**config.mk**
```make
export PLATFORM = sky130hd
export DESIGN_NAME = rhash_front
export DESIGN_NICKNAME = d
export VERILOG_FILES = /design/src/rtl/rhash_pkg.sv /design/src/rtl/rhash_front.sv
export SDC_FILE = /design/constraint.sdc
export NUM_CORES = 1
export LEC_CHECK = 0
export ABC_AREA = 1
export BUFFER_PORTS_ARGS = -buffer_cell sky130_fd_sc_hd__buf_2
export CORE_AREA = 3 3 131 133
export DETAILED_ROUTE_END_ITERATION = 8
export DIE_AREA = 0 0 134 136
export SETUP_SLACK_MARGIN = 0.15
export SYNTH_ARGS = -nofsm -noshare
export SYNTH_HDL_FRONTEND = slang
export SYNTH_SLANG_ARGS = --single-unit
```
**constraint.sdc**
```tcl
create_clock -name vclk -period 1.16
set_clock_uncertainty 0.2 [all_clocks]
set_input_delay 0.232 -clock vclk [all_inputs]
set_output_delay 0.232 -clock vclk [all_outputs]
set_load 0.02 [all_outputs]
```
**src/rtl/rhash_pkg.sv**
```systemverilog
// Shared types and constants for the seeded rapidhash core.
`timescale 1ns / 1ps
package rhash_pkg;

   localparam logic [63:0] SEC0 = 64'h2d358dccaa6c78a5;
   localparam logic [63:0] SEC1 = 64'h8bb84b93962eacc9;
   localparam logic [63:0] SEC2 = 64'h4b33a62ed433d4a3;

   // One classified input beat as it travels from front to back.
   typedef struct packed {
      logic [63:0] word;
      logic [3:0]  cnt;
      logic        first;
      logic        last;
      logic        short_bad;
      logic [31:0] length;
      logic [63:0] seed;
   } item_type;

endpackage

```
**src/rtl/rhash_front.sv**
```systemverilog
// Front end: accepts input beats, clamps the byte count and masks unused bytes.
`timescale 1ns / 1ps
module rhash_front (
   input  logic                 req_valid,
   output logic                 req_ready,
   input  logic [63:0]          req_data_word,
   input  logic [3:0]           req_byte_count,
   input  logic                 req_first_word,
   input  logic                 req_last_word,
   input  logic [31:0]          req_message_length,
   input  logic [63:0]          req_message_seed,
   input  logic                 q_full,
   output logic                 q_push,
   output rhash_pkg::item_type  q_item
);
   import rhash_pkg::*;

   logic [3:0]  cnt;
   logic [63:0] masked;

   always_comb begin
      cnt = (req_byte_count > 4'd8) ? 4'd8 : req_byte_count;
      for (int k = 0; k < 8; k++) begin
         masked[8*k +: 8] = (4'(k) < cnt) ? req_data_word[8*k +: 8] : 8'd0;
      end
   end

   assign req_ready = !q_full;
   assign q_push    = req_valid && !q_full;

   always_comb begin
      q_item.word      = masked;
      q_item.cnt       = cnt;
      q_item.first     = req_first_word;
      q_item.last      = req_last_word;
      q_item.short_bad = !req_last_word && (cnt != 4'd8);
      q_item.length    = req_message_length;
      q_item.seed      = req_message_seed;
   end

endmodule

```
==> results.txt <==
----------------------------------------------------
[Yosys]
  Distinct cell type count of the synthesized netlist ... 11
  Cell accounting for the most synthesized area ... sky130_fd_sc_hd__buf_4
  Average cell area after synthesis ... 5.33 sq um
  Synthesis Warnings ... 0
  Most frequent cell after synthesis ... sky130_fd_sc_hd__buf_4
  Share of Yosys cell area claimed by the top area cell type ... 54.6%
  Seq/Total Area, Yosys ... 0%
  Leading cell types by count after synthesis ... sky130_fd_sc_hd__buf_4, sky130_fd_sc_hd__inv_1, sky130_fd_sc_hd__nor2_1
  Synthesized net count ... 421
  Count of mapped cells out of synthesis ... 253
  Post-synthesis cell area ... 1350 sq um
  Dominant cells by area after synthesis ... sky130_fd_sc_hd__buf_4, sky130_fd_sc_hd__inv_1, sky130_fd_sc_hd__nor2_1

[STA]
  Worst max-slew margin expressed relative to the limit ... 83.8%
  Post-Route Setup TNS ... -16,150 ps
  Pins Over Slew Limit ... 0
  Endpoints failing hold ... 0
  Peak clock frequency supported by timing ... 0.666 GHz
  Unrepaired setup endpoints after global routing ... true
  Final period demand of the worst path ... 1500 ps
  Final count of negative-setup-slack endpoints ... 69
  Final-layout worst hold slack ... 264 ps
  Portion of the clock cycle consumed by the worst path in the final layout ... 130%
  Slew @ Worst Pin ... 243 ps
  Worst Setup Slack, final ... -343 ps

[Floorplanning]
  Die W ... 134 um
  Standard-cell rows ... 46
  Core Box Area ... 15,900 sq um
  Number of I/O pins ... 337
  Initial core utilization ... 8.45%
  Die span in y ... 136 um
  Die footprint ... 18,200 sq um

[Hold path]
  Min-Delay Path Class ... input port to output port

[Drt]
  Total routed wirelength ... 6360 um
  Residual DRC ... 0
  First-iteration detailed-routing DRC count ... 41
  Routed WL per cell ... 11.9 um
  Number of nets still failing antenna checks after routing ... 0
  Mean number of vias per cell ... 2.85
  Number of vias after detailed routing ... 1,515
  Pre-antenna DRT Iters ... 4

[Global route]
  Wire length of the first global-routing pass ... 8000 um
  Remaining global-route overflow ... 0
  Number of global-route vias before repair ... 1,369
  Antenna violations before repair ... 0
  Global-route usage over all layers ... 5.73%
  Largest net degree at the start of global routing ... 10

[Power and ir drop]
  P_leak ... 1.43 nW
  Total power per unit cell area ... 426 nW/um^2
  Switching power ... 0.000576 W
  P_int ... 0.000537 W
  Switch share ... 51.8%
  Relative contribution of sequential cells to total power ... 0%
  Combinational share of power ... 100.0%
  Clock Power Share ... 0%
  Largest voltage drop on the vdd net ... 157 uV
  Total power draw ... 0.00111 W

[Critical path]
  Cell occurring most often along the worst timing path ... sky130_fd_sc_hd__buf_12
  Crit end category ... output port
  Data required time of the worst path ... 730 ps
  Critical path cell sequence ... buf_12, buf_8, a21oi_4, buf_6, buf_12, a21oi_2, buf_4
  Arr. time, crit path ... 1070 ps
  Crit-path max cell delay ... 160 ps
  Critical Path Fanout Max ... 8
  Startpoint class of the critical path ... input port
  Slowest stage cell, crit path ... sky130_fd_sc_hd__buf_4
  Critical setup path kind ... input port to output port

[Finish]
  Sequential cell count ... 0
  Count of clock-net buffers in the final layout ... 0
  ANT cells ... 0
  Post-Layout Inst Area ... 2610 sq um
  Number of nets in the layout ... 486
  Fraction of layout cells with a size suffix above 1 ... 70.3%
  Combined flip-flop and latch cell area ... 0 sq um
  Post-synthesis to final-layout area growth ... 93.9%

[Placed design]
  Final weighted congestion in routability-driven placement ... 0.645
  IO Port Bufs ... 143
  Post-DP HPWL ... 5370 um
  Instance area at placement ... 1980 sq um

[Clock tree]
  Count of hold buffers inserted by post-cts repair ... 0

[Status]
  Outcome ... finished with violations
  Violated checks ... negative setup slack

[Job]
  # Max-Cap Violations ... 0

----------------------------------------------------
[kinds of logic (layout without fill, tap and decap cells)]
kind of cell	count (synthesis)	in the layout	share of synthesized area, %
AOI/OAI and AO/OA	11	11	4.64
buffers and inverters	172	235	75.4
and+or+nand+nor	70	70	20.0
[worst max-delay path: cells and delay by family]
| family | cells | cell delay [ps] |
|---|---|---|
| compound gates | 2 | 190 |
| buf+inv | 5 | 650 |
[routing by layer]
metal	wire length (um)	share of wire, %	vias to the layer above	track usage (%)
met5	0	0	-	0
met2	2940	46	146	9.26
li1	-	-	729	-
met4	405	6.4	0	3.77
met3	1010	16	48	3.70
met1	1990	31	592	5.38
[area by class of cell]
type | count | area, sq um
fillers | 1814 | 13300
inverters | 71 | 299
multi-input cells | 81 | 716
well taps | 216 | 270
repair buffers | 164 | 1330
[final timing paths]
kind	slack, ps	from	depth (start not counted)	to
min	260	req_message_seed[17]	0	q_item[17]
max	-340	req_byte_count[3]	7	q_item[141]
[layout by cell type (no fill, tap or decap), types with 2 or more instances in the layout]
cell type                 instances
sky130_fd_sc_hd__a21oi_2          4
sky130_fd_sc_hd__a21oi_4          7
sky130_fd_sc_hd__buf_12           8
sky130_fd_sc_hd__buf_2           87
sky130_fd_sc_hd__buf_4           21
sky130_fd_sc_hd__buf_6           45
sky130_fd_sc_hd__inv_1           64
sky130_fd_sc_hd__inv_2            2
sky130_fd_sc_hd__inv_4            3
sky130_fd_sc_hd__nand2_1          7
sky130_fd_sc_hd__nand2_2          2
sky130_fd_sc_hd__nand2_8          2
sky130_fd_sc_hd__nor2_1          23
sky130_fd_sc_hd__nor2_2           2
sky130_fd_sc_hd__nor2_4          32
[power groups by stage]
stage / combinational (W) / clock [W] / sequential [W]
detailed placement: 0.000838 / 0 / 0
floorplan: 0.000941 / 0 / 0
finish: 0.00111 / 0 / 0
global placement: 0.000834 / 0 / 0
CTS: 0.00104 / 0 / 0
global route: 0.00119 / 0 / 0
[timing repair]
action	CTS	global route
setup endpoints to repair	70	70
pin swaps	10	5
setup buffers	2	2
gates resized for setup	115	50
cloned	1	1
[through the flow]
stage	setup slack [ps]	instances	utilization, %
after floorplan	-101	253	-
after global placement	-433	526	12.4
after detailed placement	-436	526	12.4
after CTS	-347	529	15.1
after global routing	-382	532	16.4
final	-343	532	16.4
(Power assumes the default switching activity.)
