### config.mk
export PLATFORM = sky130hd
export DESIGN_NAME = rhash_fifo
export DESIGN_NICKNAME = d
export VERILOG_FILES = /design/src/rtl/rhash_pkg.sv /design/src/rtl/rhash_fifo.sv
export SDC_FILE = /design/constraint.sdc
export NUM_CORES = 1
export LEC_CHECK = 0
export ABC_AREA = 1
export ABC_CLOCK_PERIOD_IN_PS = 17850
export BUFFER_PORTS_ARGS = -buffer_cell sky130_fd_sc_hd__buf_2
export CORE_MARGIN = 3
export CORE_UTILIZATION = 29
export CTS_CLUSTER_SIZE = 28
export DETAILED_ROUTE_END_ITERATION = 16
export GPL_TIMING_DRIVEN = 0
export SYNTH_ARGS = -nofsm -noshare
export SYNTH_HDL_FRONTEND = slang
export SYNTH_SLANG_ARGS = --single-unit
### constraint.sdc
create_clock -name clock -period 17.85 [get_ports clock]
set_input_delay 0.8925 -clock clock [delete_from_list [all_inputs] [get_ports clock]]
set_output_delay 0.8925 -clock clock [all_outputs]
set_load 0.05 [all_outputs]
### src/rtl/rhash_pkg.sv
// Shared types and constants for the seeded rapidhash core.
`timescale 1ns / 1ps
package rhash_pkg;

   localparam logic [63:0] SEC0 = 64'h2d358dccaa6c78a5;
   localparam logic [63:0] SEC1 = 64'h8bb84b93962eacc9;
   localparam logic [63:0] SEC2 = 64'h4b33a62ed433d4a3;

   // One classified input beat as it travels from front to back.
   typedef struct packed {
      logic [63:0] word;
      logic [3:0]  cnt;
      logic        first;
      logic        last;
      logic        short_bad;
      logic [31:0] length;
      logic [63:0] seed;
   } item_type;

endpackage

### src/rtl/rhash_fifo.sv
// Two-entry queue between the front end and the hash engine.
`timescale 1ns / 1ps
module rhash_fifo (
   input  logic                 clock,
   input  logic                 reset,
   input  logic                 push,
   input  rhash_pkg::item_type  push_item,
   output logic                 full,
   input  logic                 pop,
   output logic                 valid,
   output rhash_pkg::item_type  head
);
   import rhash_pkg::*;

   item_type   mem_ff [2];
   logic       wr_ptr_ff, wr_ptr_in;
   logic       rd_ptr_ff, rd_ptr_in;
   logic [1:0] count_ff, count_in;

   assign full  = (count_ff == 2'd2);
   assign valid = (count_ff != 2'd0);
   assign head  = mem_ff[rd_ptr_ff];

   always_comb begin
      wr_ptr_in = push ? !wr_ptr_ff : wr_ptr_ff;
      rd_ptr_in = pop ? !rd_ptr_ff : rd_ptr_ff;
      count_in  = count_ff + {1'b0, push} - {1'b0, pop};
   end

   always_ff @(posedge clock) begin
      if (push) begin
         mem_ff[wr_ptr_ff] <= push_item;
      end
   end

   always_ff @(posedge clock) begin
      if (reset) begin
         wr_ptr_ff <= 1'b0;
         rd_ptr_ff <= 1'b0;
         count_ff  <= 2'd0;
      end else begin
         wr_ptr_ff <= wr_ptr_in;
         rd_ptr_ff <= rd_ptr_in;
         count_ff  <= count_in;
      end
   end

endmodule

==> impl_results.md <==
* Area Overhead vs Synth at 30.8%
* CORE AREA at 0.0434 mm^2
* Seq pwr share at 45.3%
* Chip Width at 216 um
* DR vias at 6489
* Setup CP Type: reg -> out
* Synth async-reset ratio at 0%
* Setup TNS at 0 ns
* Period minus WS final at 2.90 ns
* Share of layout cells above drive strength 1 at 61.0%
* Top_reg_cell synth: edfxtp_1
* Largest net degree at the start of global routing at 111
* Gr ovfl total at 0
* Cell Rows at 76
* Max Slew Vio Count at 0
* P_sw at 0.545 mW
* Netlist cell types at 14
* Post-Layout Cell Count at 1557
* Post-route ant nets at 0
* Clock power frac at 38.1%
* First-pass GRT wire length at 41.7 mm
* Top Ports at 340
* Hold_sp: rd_ptr_ff
* Initial cell density of the core at 29.6%
* PwrDens at 123 mW/mm^2
* Wire length per cell at 17.7 um
* Fin nets at 1113
* Final setup fails at 0
* Post-synthesis instance total at 551
* Synthesized net count at 724
* Clk sink count at 339
* Htree depth at 2
* Crit path DAT at 2.01 ns
* Worst min-delay path class: reg -> reg
* Final RePlAce weighted congestion at 0.728
* Filler Cells Inserted at 4066
* Max incr delay on CP at 0.33 ns
* Startpoint types: register
* Largest cells by area after synthesis: edfxtp_1, mux2_4, mux2_2
* Crit path max fanout at 10
* Final count of hold timing violations at 0
* Post-Syn Area at 0.0128 mm^2
* Post-Route WL at 27.6 mm
* Clk_lat worst skew at 0.54 ns
* Number of max-cap violations at 0
* DIE AREA at 0.0468 mm^2
* R2R cell count at 3
* Gr usage total at 11.7%
* Port Buf Inserts at 339
* Synth area leader: edfxtp_1
* Initial antenna violation count at 5
* Post-CTS setup buffer count at 0
* Post-layout instance area at 0.0168 mm^2
* Post-CTS sizing at 0
* R2R setup slack at 15.98 ns
* Inst Count DP at 1484
* Yosys Warn Count at 0
* CTS tree: done
* Max Clock Freq at 0.345 GHz
* Vias in the first global route at 7061
* Top cells by count, synth: edfxtp_1, mux2_4, mux2_2
* Status: completed
* Remaining DRCs at 0
* R2r endpoint: mem_ff[1][80]
* Final Cycle Share at 16.2%
* Worst-path clk slew at 0.05 ns
* Worst relative slew slack at 57.8%
* Peak supply drop at 0.0000805 V
* P_int at 1.51 mW
* Post-CTS Hold Fix Bufs at 0
* Worst setup EP type: primary output
* Top-count cell post-synth: edfxtp_1
* Root Buffer Master: clkbuf_16
* CTS Buf Count at 39
* Number of synthesized flops with an enable pin at 334
* CP Cell Sequence: buf_6 -> buf_6 -> buf_6 -> mux2_4 -> buf_2
* Placement Cell Area at 0.0155 mm^2
* Mapped Avg Cell Area at 23.3 um^2
* Switching share of power at 26.5%
* Leakage at 6.54 nW
* Reg-to-Reg Start: wr_ptr_ff
* RSZ-0062 raised after global routing: no
* Deepest clock path buffer count at 3
* Drt first pass iters at 4
* #FFs+latches synth at 339
* Worst Skew at 0.0136 ns
* Post-DR vias/cell at 4.17
* Starting DRT DRC Count at 271
* CP max stage cell: mux2_4
* Part of the power in combinational logic at 16.6%
* Die height at 216 um
* Post-synthesis sequential area ratio at 79.0%
* Slew at the pin closest to its max-slew limit at 0.634 ns
* HPWL after DPL at 19.2 mm
* Most frequent cell on the critical path: buf_6
* Critical Path RT at 16.96 ns
* Share of the synthesized area in the top cell type at 78.3%
* Hold path depth at 2
==> worst max-delay path by stage <==
stage                     depth (start not counted)      from            end
after floorplan                                   2      push   mem_ff[0][0]
after global placement                            3      push  mem_ff[0][71]
after detailed placement                          6      push  mem_ff[0][47]
after CTS                                         5  register       head[63]
after global routing                              5  register       head[63]
final                                             5  register       head[63]
==> through the flow <==
| stage | setup slack (ns) | power (mW) | utilization (%) | hold slack [ns] |
|---|---|---|---|---|
| detailed placement | 15.31 | 1.30 | 35.7 | 0.499 |
| global placement | 3.95 | 1.30 | 35.2 | 0.494 |
| finish | 14.95 | 2.06 | 38.7 | 0.525 |
| CTS | 14.82 | 2.10 | 38.6 | 0.490 |
| global route | 14.80 | 2.14 | 38.7 | 0.500 |
| floorplan | 9.24 | 1.21 | - | 0.480 |
==> registers in the layout, summed over array words and instances, names as in the netlist, named ones only <==
register   flops
count_ff       2
mem_ff       334
rd_ptr_ff      1
wr_ptr_ff      1
==> final cells by class <==
class | instances | area, um^2 | share of cell area [%]
antenna | 2 | 5.00 | 0.0299
buffer | 19 | 195 | 1.16
clock buffer | 48 | 1050 | 6.28
clock inverter | 23 | 220 | 1.31
inverter | 8 | 37.5 | 0.224
multi-input combinational | 185 | 2470 | 14.7
sequential | 339 | 10100 | 60.4
tap | 585 | 732 | 4.37
timing repair buffer | 348 | 1920 | 11.5
==> cells by family (layout without fill, tap and decap cells) <==
logic type | Yosys count | after routing | synth area share [%]
buffers and inverters | 27 | 446 | 1.76
XOR/XNOR | 1 | 1 | 0.0683
AO/OA/AOI/OAI | 1 | 1 | 0.0390
multiplexers | 167 | 167 | 18.5
AND/OR/NAND/NOR | 14 | 14 | 0.429
adder cells (fa/ha/maj) | 2 | 2 | 0.195
other | 0 | 2 | 0
flip-flops | 339 | 339 | 79.0
==> worst max-delay path: cells and delay by family (launching register included) <==
kind / cells / cell delay [ns]
buffers and inverters: 4 / 0.82
muxes: 1 / 0.33
DFF: 1 / 0.32
==> cells in the final DEF, fill, tap and decap left out <==
cell type	count
clkbuf_16	41
clkinv_2	7
inv_1	7
diode_2	2
inv_8	2
clkinvlp_4	2
xnor2_1	1
mux2_2	37
bufinv_16	4
buf_16	6
nor2_4	1
nor3_1	1
mux2_4	130
clkinv_1	8
buf_12	3
dfxtp_1	5
ha_1	2
a21oi_1	1
nor2_1	6
clkinv_4	1
nand2_1	5
buf_2	342
edfxtp_1	334
buf_6	16
clkbuf_1	7
nand3_1	1
==> power groups by stage <==
stage	combinational, mW	clock, mW	sequential (mW)
4_1_cts	0.349	0.817	0.933
6_report	0.342	0.783	0.932
3_3_place_gp	0.337	0	0.962
3_5_place_dp	0.348	0	0.949
2_1_floorplan	0.256	0	0.955
5_1_grt	0.361	0.843	0.936
==> routing by layer <==
| layer | vias up | wire [um] | global-route usage (%) |
|---|---|---|---|
| met4 | 4 | 835 | 4.75 |
| met2 | 235 | 13400 | 19.3 |
| met3 | 63 | 2450 | 4.64 |
| li1 | 2964 | - | - |
| met1 | 3223 | 10900 | 13.6 |
| met5 | - | 34 | 0 |
No activity file was read; power rests on OpenSTA's default activity.
